===== src/sv/ikl_pkg.sv =====
`timescale 1ns / 1ps

package ikl_pkg;

    // One source byte of the text stream.
    typedef struct packed {
        logic [7:0] text_byte;
        logic       is_final;
    } in_item_t;

    // One token as it leaves the block.
    typedef struct packed {
        logic [3:0]  token_kind;
        logic [15:0] token_start;
        logic [15:0] token_length;
        logic        last_of_run;
    } token_t;

    // Up to two tokens produced by one source byte, already packed to the front.
    typedef struct packed {
        logic [1:0] count;
        token_t     first;
        token_t     second;
    } scan_out_t;

    localparam logic [3:0] KIND_IDENT = 4'd0;
    localparam logic [3:0] KIND_U8    = 4'd1;
    localparam logic [3:0] KIND_S8    = 4'd5;
    localparam logic [3:0] KIND_B8    = 4'd9;
    localparam logic [3:0] KIND_F32   = 4'd13;
    localparam logic [3:0] KIND_F64   = 4'd14;

    localparam int OUT_DEPTH = 4;

endpackage


===== src/sv/ikl_scan.sv =====
`timescale 1ns / 1ps

module ikl_scan #(
    parameter longint unsigned TEXT_SIZE = 65536
) (
    input  logic              clk,
    input  logic              rst_n,
    input  logic              step,
    input  ikl_pkg::in_item_t item,
    output ikl_pkg::scan_out_t res
);
    import ikl_pkg::*;

    localparam int POS_W = $clog2(TEXT_SIZE);
    localparam logic [POS_W-1:0] POS_LAST = POS_W'(TEXT_SIZE - 64'd1);

    localparam logic [1:0] MODE_IDLE   = 2'd0;
    localparam logic [1:0] MODE_IDENT  = 2'd1;
    localparam logic [1:0] MODE_LETTER = 2'd2;
    localparam logic [1:0] MODE_DIGIT  = 2'd3;

    localparam logic [2:0] LC_U    = 3'd0;
    localparam logic [2:0] LC_S    = 3'd1;
    localparam logic [2:0] LC_B    = 3'd2;
    localparam logic [2:0] LC_F    = 3'd3;
    localparam logic [2:0] LC_NONE = 3'd4;

    localparam logic [1:0] DG_1 = 2'd0;
    localparam logic [1:0] DG_3 = 2'd1;
    localparam logic [1:0] DG_6 = 2'd2;

    localparam logic [1:0] W_8  = 2'd0;
    localparam logic [1:0] W_16 = 2'd1;
    localparam logic [1:0] W_32 = 2'd2;
    localparam logic [1:0] W_64 = 2'd3;

    localparam logic [15:0] LEN_MAX = 16'hFFFF;

    function automatic logic is_ident_byte(input logic [7:0] c);
        return (c >= "a" && c <= "z") || (c >= "A" && c <= "Z") || c == "_";
    endfunction

    function automatic logic [2:0] letter_class(input logic [7:0] c);
        logic [2:0] cls;
        priority if (c == "u") cls = LC_U;
        else if (c == "s")     cls = LC_S;
        else if (c == "b")     cls = LC_B;
        else if (c == "f")     cls = LC_F;
        else                   cls = LC_NONE;
        return cls;
    endfunction

    // Keyword code for a letter class and width class; identifier code when
    // the pair names no keyword (f8 and f16).
    function automatic logic [3:0] keyword_kind(input logic [1:0] cls, input logic [1:0] w);
        logic [3:0] kind;
        if (cls == LC_F[1:0]) begin
            kind = (w == W_32) ? KIND_F32 : ((w == W_64) ? KIND_F64 : KIND_IDENT);
        end else begin
            kind = {cls, w} + 4'd1;
        end
        return kind;
    endfunction

    function automatic token_t make_token(input logic [3:0] kind, input logic [15:0] start,
                                          input logic [15:0] len);
        token_t t;
        t.token_kind   = kind;
        t.token_start  = start;
        t.token_length = len;
        t.last_of_run  = 1'b0;
        return t;
    endfunction

    logic [1:0]       mode_reg, mode_next;
    logic [1:0]       letter_reg, letter_next;
    logic [1:0]       digit_reg, digit_next;
    logic [15:0]      start_reg, start_next;
    logic [15:0]      len_reg, len_next;
    logic [POS_W-1:0] pos_reg, pos_next;

    logic [POS_W+15:0] pos_wide;
    logic [15:0]       pos16;
    logic [7:0]        c;
    logic [2:0]        lc;
    logic              id_byte;
    logic              do_start;
    logic              do_flush;
    logic [1:0]        wcls;
    logic              wmatch;
    logic [3:0]        kind;
    logic              t0_valid, t1_valid;
    token_t            t0, t1;

    assign pos_wide = {16'd0, pos_reg};
    assign pos16    = pos_wide[15:0];
    assign c        = item.text_byte;
    assign lc       = letter_class(c);
    assign id_byte  = is_ident_byte(c);
    assign do_flush = (c == 8'd0) || item.is_final;

    always_comb
    begin
        mode_next   = mode_reg;
        letter_next = letter_reg;
        digit_next  = digit_reg;
        start_next  = start_reg;
        len_next    = len_reg;
        pos_next    = pos_reg;
        do_start    = 1'b0;
        t0_valid    = 1'b0;
        t1_valid    = 1'b0;
        t0          = make_token(KIND_IDENT, start_reg, 16'd1);
        t1          = make_token(KIND_IDENT, start_reg, 16'd1);
        wcls        = W_8;
        wmatch      = 1'b0;
        kind        = KIND_IDENT;

        if (c != 8'd0)
        begin
            unique case (mode_reg)
                MODE_IDLE:
                begin
                    do_start = 1'b1;
                end
                MODE_IDENT:
                begin
                    if (id_byte)
                    begin
                        if (len_reg != LEN_MAX)
                            len_next = len_reg + 16'd1;
                    end
                    else
                    begin
                        t0_valid  = 1'b1;
                        t0        = make_token(KIND_IDENT, start_reg, len_reg);
                        mode_next = MODE_IDLE;
                        len_next  = 16'd0;
                    end
                end
                MODE_LETTER:
                begin
                    priority if (c == "8")
                    begin
                        kind      = keyword_kind(letter_reg, W_8);
                        t0_valid  = 1'b1;
                        t0        = make_token(kind, start_reg,
                                               (kind != KIND_IDENT) ? 16'd2 : 16'd1);
                        mode_next = MODE_IDLE;
                        len_next  = 16'd0;
                    end
                    else if (c == "1" || c == "3" || c == "6")
                    begin
                        mode_next  = MODE_DIGIT;
                        digit_next = (c == "1") ? DG_1 : ((c == "3") ? DG_3 : DG_6);
                    end
                    else if (id_byte)
                    begin
                        mode_next = MODE_IDENT;
                        len_next  = 16'd2;
                    end
                    else
                    begin
                        t0_valid  = 1'b1;
                        t0        = make_token(KIND_IDENT, start_reg, 16'd1);
                        mode_next = MODE_IDLE;
                        len_next  = 16'd0;
                    end
                end
                MODE_DIGIT:
                begin
                    priority if (digit_reg == DG_1 && c == "6")
                    begin
                        wcls   = W_16;
                        wmatch = 1'b1;
                    end
                    else if (digit_reg == DG_3 && c == "2")
                    begin
                        wcls   = W_32;
                        wmatch = 1'b1;
                    end
                    else if (digit_reg == DG_6 && c == "4")
                    begin
                        wcls   = W_64;
                        wmatch = 1'b1;
                    end
                    else
                    begin
                        wmatch = 1'b0;
                    end
                    kind      = wmatch ? keyword_kind(letter_reg, wcls) : KIND_IDENT;
                    t0_valid  = 1'b1;
                    mode_next = MODE_IDLE;
                    len_next  = 16'd0;
                    if (kind != KIND_IDENT)
                    begin
                        t0 = make_token(kind, start_reg, 16'd3);
                    end
                    else
                    begin
                        // The held letter stands alone; the breaking byte is rescanned.
                        t0       = make_token(KIND_IDENT, start_reg, 16'd1);
                        do_start = 1'b1;
                    end
                end
                default:
                begin
                    mode_next = MODE_IDLE;
                end
            endcase

            if (do_start)
            begin
                if (lc != LC_NONE)
                begin
                    mode_next   = MODE_LETTER;
                    letter_next = lc[1:0];
                    start_next  = pos16;
                    len_next    = 16'd1;
                end
                else if (id_byte)
                begin
                    mode_next  = MODE_IDENT;
                    start_next = pos16;
                    len_next   = 16'd1;
                end
            end

            pos_next = (pos_reg == POS_LAST) ? '0 : pos_reg + 1'b1;
        end

        if (do_flush)
        begin
            if (mode_next == MODE_IDENT)
            begin
                t1_valid = 1'b1;
                t1       = make_token(KIND_IDENT, start_next, len_next);
            end
            else if (mode_next == MODE_LETTER || mode_next == MODE_DIGIT)
            begin
                t1_valid = 1'b1;
                t1       = make_token(KIND_IDENT, start_next, 16'd1);
            end
            mode_next = MODE_IDLE;
            len_next  = 16'd0;
            pos_next  = '0;
        end
    end

    always_comb
    begin
        res.count  = {1'b0, t0_valid & step} + {1'b0, t1_valid & step};
        res.first  = t0_valid ? t0 : t1;
        res.second = t1;
        res.first.last_of_run  = !(t0_valid && t1_valid);
        res.second.last_of_run = 1'b1;
    end

    always_ff @(posedge clk or negedge rst_n)
    begin
        if (!rst_n)
        begin
            mode_reg   <= MODE_IDLE;
            letter_reg <= 2'd0;
            digit_reg  <= 2'd0;
            start_reg  <= 16'd0;
            len_reg    <= 16'd0;
            pos_reg    <= '0;
        end
        else if (step)
        begin
            mode_reg   <= mode_next;
            letter_reg <= letter_next;
            digit_reg  <= digit_next;
            start_reg  <= start_next;
            len_reg    <= len_next;
            pos_reg    <= pos_next;
        end
    end

endmodule


===== src/sv/ikl_out_fifo.sv =====
`timescale 1ns / 1ps

module ikl_out_fifo (
    input  logic               clk,
    input  logic               rst_n,
    input  ikl_pkg::scan_out_t push,
    input  logic               pop,
    output logic               head_valid,
    output ikl_pkg::token_t    head,
    output logic               room_for_two
);
    import ikl_pkg::*;

    localparam int AW = $clog2(OUT_DEPTH);
    localparam int CW = $clog2(OUT_DEPTH + 1);

    token_t        mem [OUT_DEPTH];
    logic [AW-1:0] wr_ptr_reg, rd_ptr_reg;
    logic [AW-1:0] wr_ptr_plus1;
    logic [CW-1:0] count_reg, count_next;
    logic          do_pop;

    assign wr_ptr_plus1 = wr_ptr_reg + 1'b1;
    assign head_valid   = (count_reg != '0);
    assign head         = mem[rd_ptr_reg];
    assign do_pop       = pop && head_valid;
    assign room_for_two = (count_reg <= CW'(OUT_DEPTH - 2));
    assign count_next   = count_reg + CW'(push.count) - CW'(do_pop);

    always_ff @(posedge clk)
    begin
        if (push.count != 2'd0)
            mem[wr_ptr_reg] <= push.first;
        if (push.count == 2'd2)
            mem[wr_ptr_plus1] <= push.second;
    end

    always_ff @(posedge clk or negedge rst_n)
    begin
        if (!rst_n)
        begin
            wr_ptr_reg <= '0;
            rd_ptr_reg <= '0;
            count_reg  <= '0;
        end
        else
        begin
            wr_ptr_reg <= wr_ptr_reg + AW'(push.count);
            if (do_pop)
                rd_ptr_reg <= rd_ptr_reg + 1'b1;
            count_reg <= count_next;
        end
    end

endmodule


===== src/sv/ident_and_type_keyword_lexer.sv =====
`timescale 1ns / 1ps

// Identifier and type-keyword lexer.
// Source text enters on the byte channel (byte_valid, byte_stall, byte_item), one byte per
// transaction; a zero byte or is_final ends the text and flushes any pending token.
// Tokens leave on the token channel (token_valid, token_stall, token_item), one per
// transaction; last_of_run marks the final token that a given byte produced.
// Throughput is one byte per cycle while the queue has room for two tokens. A byte waits
// in the input register and is then classified against the scan state in a single pass;
// its tokens land in a four-entry result queue and are offered from its head. A byte can
// produce two tokens (a broken keyword followed by a flush) while the queue drains one per
// cycle when token_stall is low, so the byte channel stalls whenever a byte waits in the
// input register and the queue has fewer than two free entries; the queue depth sets how
// long a stalled receiver is absorbed. While token_stall is high the head token is held
// unchanged and bytes keep being taken until fewer than two queue entries are free. Reset
// clears the scan state, the byte offset and the queue; no transaction is to be offered or
// taken until rst_n is released, and the block itself does not enforce this for bytes.
module ident_and_type_keyword_lexer #(
    parameter longint unsigned TEXT_SIZE = 65536
) (
    input  logic              clk,
    input  logic              rst_n,
    input  logic              byte_valid,
    output logic              byte_stall,
    input  ikl_pkg::in_item_t byte_item,
    output logic              token_valid,
    input  logic              token_stall,
    output ikl_pkg::token_t   token_item
);
    import ikl_pkg::*;

    logic      in_valid_reg;
    in_item_t  in_item_reg;
    logic      room_for_two;
    logic      accept;
    logic      step;
    scan_out_t scan_res;

    // The input register is emptied whenever the queue can take a worst-case result pair.
    assign step       = in_valid_reg && room_for_two;
    assign byte_stall = in_valid_reg && !room_for_two;
    assign accept     = byte_valid && !byte_stall;

    always_ff @(posedge clk or negedge rst_n)
    begin
        if (!rst_n)
            in_valid_reg <= 1'b0;
        else if (accept)
            in_valid_reg <= 1'b1;
        else if (step)
            in_valid_reg <= 1'b0;
    end

    always_ff @(posedge clk)
    begin
        if (accept)
            in_item_reg <= byte_item;
    end

    ikl_scan #(
        .TEXT_SIZE(TEXT_SIZE)
    ) u_scan (
        .clk   (clk),
        .rst_n (rst_n),
        .step  (step),
        .item  (in_item_reg),
        .res   (scan_res)
    );

    ikl_out_fifo u_out_fifo (
        .clk          (clk),
        .rst_n        (rst_n),
        .push         (scan_res),
        .pop          (!token_stall),
        .head_valid   (token_valid),
        .head         (token_item),
        .room_for_two (room_for_two)
    );

endmodule


===== config.mk =====
export PLATFORM = sky130hd
export DESIGN_NAME = ident_and_type_keyword_lexer
export DESIGN_NICKNAME = d
export VERILOG_FILES = /design/src/sv/ikl_pkg.sv /design/src/sv/ikl_scan.sv /design/src/sv/ikl_out_fifo.sv /design/src/sv/ident_and_type_keyword_lexer.sv
export SDC_FILE = /design/constraint.sdc
export NUM_CORES = 1
export LEC_CHECK = 0
export BUFFER_PORTS_ARGS = -buffer_cell sky130_fd_sc_hd__buf_2
export CAP_MARGIN = 20
export CORE_UTILIZATION = 45
export DETAILED_ROUTE_END_ITERATION = 8
export GPL_ROUTABILITY_DRIVEN = 0
export PLACE_DENSITY = 0.62
export SYNTH_ARGS = -nofsm -noshare
export SYNTH_HDL_FRONTEND = slang
export SYNTH_SLANG_ARGS = --single-unit

===== constraint.sdc =====
create_clock -name clk -period 5.4 [get_ports clk]
set_input_delay 1.08 -clock clk [delete_from_list [all_inputs] [get_ports clk]]
set_output_delay 1.08 -clock clk [all_outputs]
set_load 0.02 [all_outputs]

* After elaboration in Yosys (flattened, before gate mapping)
Memory sizes are Yosys's and may differ from the RTL's.
Index checks and enable logic that the tools add are counted.
** Storage, ports and cells
- Memories kept :: 1
- Bits in writable memories :: 148
- Bits in registers :: 71
- Latch bits :: 0
- Bits of input ports :: 13
- Bits in read-only memories :: 0
** Cells by class
- Multipliers :: 0
- $lt $le $gt $ge :: 5
- Add/sub/neg operators :: 10
- Reduce and logical (&&, ||, !) cells :: 33
- Equality and inequality tests :: 26
- Bitwise logic cells :: 3
- Muxes and demuxes :: 81
- Div/mod/pow operators :: 0
- Shift operators :: 0
** Memories
- u_out_fifo.mem :: words 4, bits a word 37, read ports 1, clocked after Yosys merged registers in 0, write ports 2, line ikl_out_fifo.sv:17 : token_t mem [OUT_DEPTH];
** Operators with widths (count)
- 16-bit 2-to-1 mux :: 16
- 37-bit 2-to-1 mux :: 6
- 37-bit one-hot mux with 3 select lines :: 1
- 8-bit by 6-bit equality test with 1-bit output (second input constant) :: 6
- 16-bit one-hot mux with 3 select lines :: 1
- 8-bit by 7-bit equality test with 1-bit output (second input constant) :: 5
- 4-bit 2-to-1 mux :: 10
- 2-bit 2-to-1 mux :: 17
- 33-bit 2-to-1 mux :: 1
- 16-bit by 1-bit adder with 16-bit output (second input constant) :: 2
- 1-bit 2-to-1 mux :: 21
- 2-bit equality test (second input constant) :: 9
- 17-bit 2-to-1 mux :: 1
- 16-bit equality test (second input constant) :: 1
- 8-bit by 7-bit >= comparator with 1-bit output (second input constant) :: 2
- 8-bit by 7-bit less-or-equal comparator with 1-bit output (second input constant) :: 2
- 16-bit inequality test (second input constant) :: 1
- 3-bit 2-to-1 mux :: 4
- 1-bit logical AND :: 10
- 4-bit by 1-bit adder with 4-bit output (second input constant) :: 2
- 8-bit logical NOT :: 1
- 4-bit nonzero test :: 2
- 8-bit nonzero test :: 1
- 2-bit by 1-bit equality test with 1-bit output (second input constant) :: 3
- 20 further kinds :: 33

* Longest topological paths before layout
- Depth after elaboration :: 30
- Depth in mapped cells :: 18
- Mapped depth without buffers :: 16

* Modules after synthesis
A second synthesis with hierarchy kept.
** Unflattened totals
- Cells, all modules :: 944
- Area total of the unflattened synthesis :: 12694.7 um^2
** By module, submodules not included
- ikl_out_fifo :: area an instance 7813.7 um^2, times used 1, cells each 398, sequential area each 4619.4 um^2
- ikl_scan :: area an instance 4543.1 um^2, times used 1, cells each 530, sequential area each 1351.3 um^2
- ident_and_type_keyword_lexer :: area an instance 337.8 um^2, times used 1, cells each 16, sequential area each 295.3 um^2

* Least setup slack after synthesis
OpenSTA, ideal clock, no wires.
- Path type :: register to register
- From :: reg in_item_reg[5] in the netlist's numbering
- To :: mem u_out_fifo.mem[0][10] in the netlist's numbering, enable pin
- Library setup time :: 0.387 ns
- Clock period less this slack :: 4.522 ns
- Slack :: 0.878 ns
- Arrival :: 4.135 ns
- Stages on the path, launching flop included :: 16
- Path through :: edfxtp_1 > buf_6 > or4_4 > or4_1 > buf_2 > o211ai_1 > a22oi_1 > a21oi_1 > a211oi_1 > or3_1 > ha_1 > clkbuf_1 > or3_1 > clkbuf_1 > and2_1 > inv_1
** RTL lines
- from (decl) :: line ident_and_type_keyword_lexer.sv:33 : in_item_t in_item_reg;
- from (signal assigned) :: line ident_and_type_keyword_lexer.sv:57 : in_item_reg <= byte_item;
- to (decl) :: line ikl_out_fifo.sv:17

==> results.sh <==
export IMPL_multi_input_area_sq_um=4870
export IMPL_grt_first_pass_wirelength_mm=45.8
export IMPL_seq_area_sq_um=6070
export IMPL_max_slew_margin_pct=25.4
export IMPL_die_area_sq_um=26000
export IMPL_start_util_pct=46.3
export IMPL_portBuffers=51
export IMPL_status="complete, no violations"
export IMPL_setup_tns_ns=0
export IMPL_clock_latency_ns=0.53
export IMPL_die_x_um=161
export IMPL_cp_required_ns=5.67
export IMPL_async_flop_share_pct=28.3
export IMPL_ys_ff_latch=219
export IMPL_netlist_instances=947
export IMPL_syn_num_nets=976
export IMPL_hold_viol=0
export IMPL_synth_area_per_cell_sq_um=12.0
export IMPL_leakage_nw=4.49
export IMPL_syn_to_final_growth_pct=12.2
export IMPL_io_pins=52
export IMPL_startpoint="in_item_reg[4]"
export IMPL_crit_family="compound AO/OA/AOI/OAI gates"
export IMPL_grt_ovfl_total=0
export IMPL_maxCapViolations=0
export IMPL_synth_edff_count=137
export IMPL_cp_cell_sequence="or4_4 > a21oi_1 > o21ai_0 > a22oi_1 > a21oi_1 > a211oi_1 > nor3_1 > ha_1 > nand3_1 > a21boi_0 > nor2_2 > buf_4 > a22o_1"
export IMPL_ant_nets=0
export IMPL_fillers=2161
export IMPL_netlist_area_sq_um=11400
export IMPL_cts_setup_buffers=0
export IMPL_die_y_um=161
export IMPL_synth_fa_ha_area_share_pct=1.82
export IMPL_path_clk_slew_ns=0.06
export IMPL_synthXorXnorAreaFrac_pct=0.923
export IMPL_yosys_most_used_dff="edfxtp_1"
export IMPL_final_cell_mix="137 x edfxtp_1, 81 x a22o_1, 63 x nand2_1, 63 x o21ai_0, 60 x dfrtp_1"
export IMPL_via_count=8413
export IMPL_netlist_top_cells_area="edfxtp_1 36%, dfrtp_1 14%, mux4_2 7.3%, a22o_1 6.2%, a32o_1 4.2%"
export IMPL_clockBufferDepth=3
export IMPL_largest_reg_flops=148
export IMPL_synth_mux_area_share_pct=8.90
export IMPL_setup_ws_ns=0.452
export IMPL_final_max_slew_viol_count=0
export IMPL_rows=57
export IMPL_synth_top_family_by_area="compound AO/OA/AOI/OAI gates"
export IMPL_ir_worst_vdd_mv=0.289
export IMPL_dp_cells=1270
export IMPL_critPathMaxFanout=16
export IMPL_hold_start="u_out_fifo.mem[2][35]"
export IMPL_cts_hold_buf=0
export IMPL_grt_max_degree=63
export IMPL_via_per_inst=6.40
export IMPL_rsz0062_at_grt="false"
export IMPL_drt_initial_drc_count=690
export IMPL_worstMarginPinSlew_ns=1.12
export IMPL_slowest_stage="a211oi_1"
export IMPL_post_route_min_period_ns=4.95
export IMPL_hold_path_class="flip-flop to flip-flop"
export IMPL_synth_top_area_share_pct=36.1
export IMPL_numCtsBuffers=24
export IMPL_largest_register="u_out_fifo.mem"
export IMPL_cp_num_buf_inv=1
export IMPL_skew_ns=0.0155
export IMPL_postCtsResizedCells=0
export IMPL_drt_total_wl_mm=29.0
export IMPL_hpwl_mm=18.7
export IMPL_synth_simple_area_share_pct=10.8
export IMPL_coreArea_sq_um=24600
export IMPL_post_route_drc_count=0
export IMPL_grt_util_all_layers_pct=22.4
export IMPL_post_synth_num_cell_types=78
export IMPL_r2r_start="in_item_reg[4]"
export IMPL_cp_end_kind="flip-flop"
export IMPL_finalNonFillerCells=1314
export IMPL_startpoint_type="flip-flop"
export IMPL_yosysSeqAreaShare_pct=53.3
export IMPL_tritoncts="yes"
export IMPL_synth_area_leader_cell="edfxtp_1"
export IMPL_pre_cts_slack_ns=0.573
export IMPL_cts_sinks=219
export IMPL_antenna_found_initial=0
export IMPL_avgRoutedWirePerCell_um=22.1
export IMPL_final_nets=1001
export IMPL_critPathMaxStageDelay_ns=0.67
export IMPL_p_per_area_nw_per_um2=419
export IMPL_synth_compound_area_share_pct=20.2
export IMPL_setup_viol=0
export IMPL_post_route_period_util_pct=91.6
export IMPL_grt_pass1_vias=8087
export IMPL_diodes=0
export IMPL_synth_warnings=0
export IMPL_arrival_ns=5.22
export IMPL_drive_gt1_share_pct=19.9
export IMPL_cts_root_buf="clkbuf_16"
export IMPL_fmax_ghz=0.202
export IMPL_path_class="flip-flop to flip-flop"
export IMPL_path_common_cell="a21oi_1"
export IMPL_ctsHtreeMaxLevel=1
export IMPL_first_pass_iters=5
export IMPL_fin_util_pct=51.9
export IMPL_final_common_cell="edfxtp_1"
## worst reg2reg max path: stages (launching register included)
cell      delay, ns
edfxtp_1       0.53
or4_4          0.58
a21oi_1        0.36
o21ai_0        0.20
a22oi_1        0.41
a21oi_1        0.16
a211oi_1       0.67
nor3_1         0.15
ha_1           0.31
nand3_1        0.19
a21boi_0       0.60
nor2_2         0.05
buf_4          0.23
a22o_1         0.26
## power breakdown
part           internal (mW)  switching, mW  leakage (nW)  total (mW)
Sequential              1.93          0.248          2.20        2.18
Clock                  0.975          0.681         0.392        1.66
Combinational          0.606          0.920          1.90        1.53
## synth_stat cells, types with 4 or more instances
master and n:
o22ai_1 11, a22o_1 81, nor2_1 44, inv_1 25, ha_1 15, nor3_1 16
a21oi_1 28, nand3_1 31, and2_1 5, nand2_1 63, a32o_1 48, nor3b_1 7
buf_1 11, a31oi_1 13, o31ai_1 7, nand4_1 7, buf_6 4, mux2_2 16
and3_1 10, mux4_2 37, xnor2_1 9, o211ai_1 6, dfxtp_1 20, clkbuf_1 65
edfxtp_1 137, nand2b_1 9, buf_2 5, o21ai_0 63, and4_1 4, or3_1 6
o32a_1 4, dfrtp_1 62
## final timing paths
path                                            endpoint  slack, ns  cells after the start
worst min register to register     u_out_fifo.mem[2][35]       0.45                      2
min in group asynchronous           u_scan.start_reg[10]       0.75                      2
worst max-delay path               u_out_fifo.mem[0][31]       0.45                     13
max in group asynchronous       u_out_fifo.rd_ptr_reg[1]       4.04                      2
worst max register to register     u_out_fifo.mem[0][31]       0.45                     13
worst min-delay path               u_out_fifo.mem[2][35]       0.45                      2
## stage by stage
step / total power, mW / hold WS [ns] / area [sq um]
CTS: 5.39 / 0.456 / 12800
detailed placement: 3.75 / 0.443 / 12000
finish: 5.36 / 0.452 / 12800
global placement: 3.72 / 0.431 / 12000
floorplan: 3.25 / 0.420 / 11400
global route: 5.60 / 0.475 / 12800
## cells by family (layout without fill, tap and decap cells)
family          Yosys count  after routing
compound gates          302            302
simple gates            233            233
flops                   219            219
buf+inv                 112            155
mux                      53             53
fa+ha+maj                16             16
xor+xnor                 12             12
## cell type report
class	count	share of cell area (%)
multi-input cells	616	38.1
clock buffers	33	5.28
inverters	25	0.734
flip-flops and latches	219	47.5
repair buffers	86	4.25
clock inverters	11	0.979
well taps	324	3.17
## per-layer routing
layer	up-vias	track usage, %	wire length (um)
met5	-	0	0
met2	292	36.3	13700
met4	0	6.69	627
met1	4271	31.9	13200
li1	3804	-	-
met3	46	2.44	1470
Power figures use the tool's default switching activity.
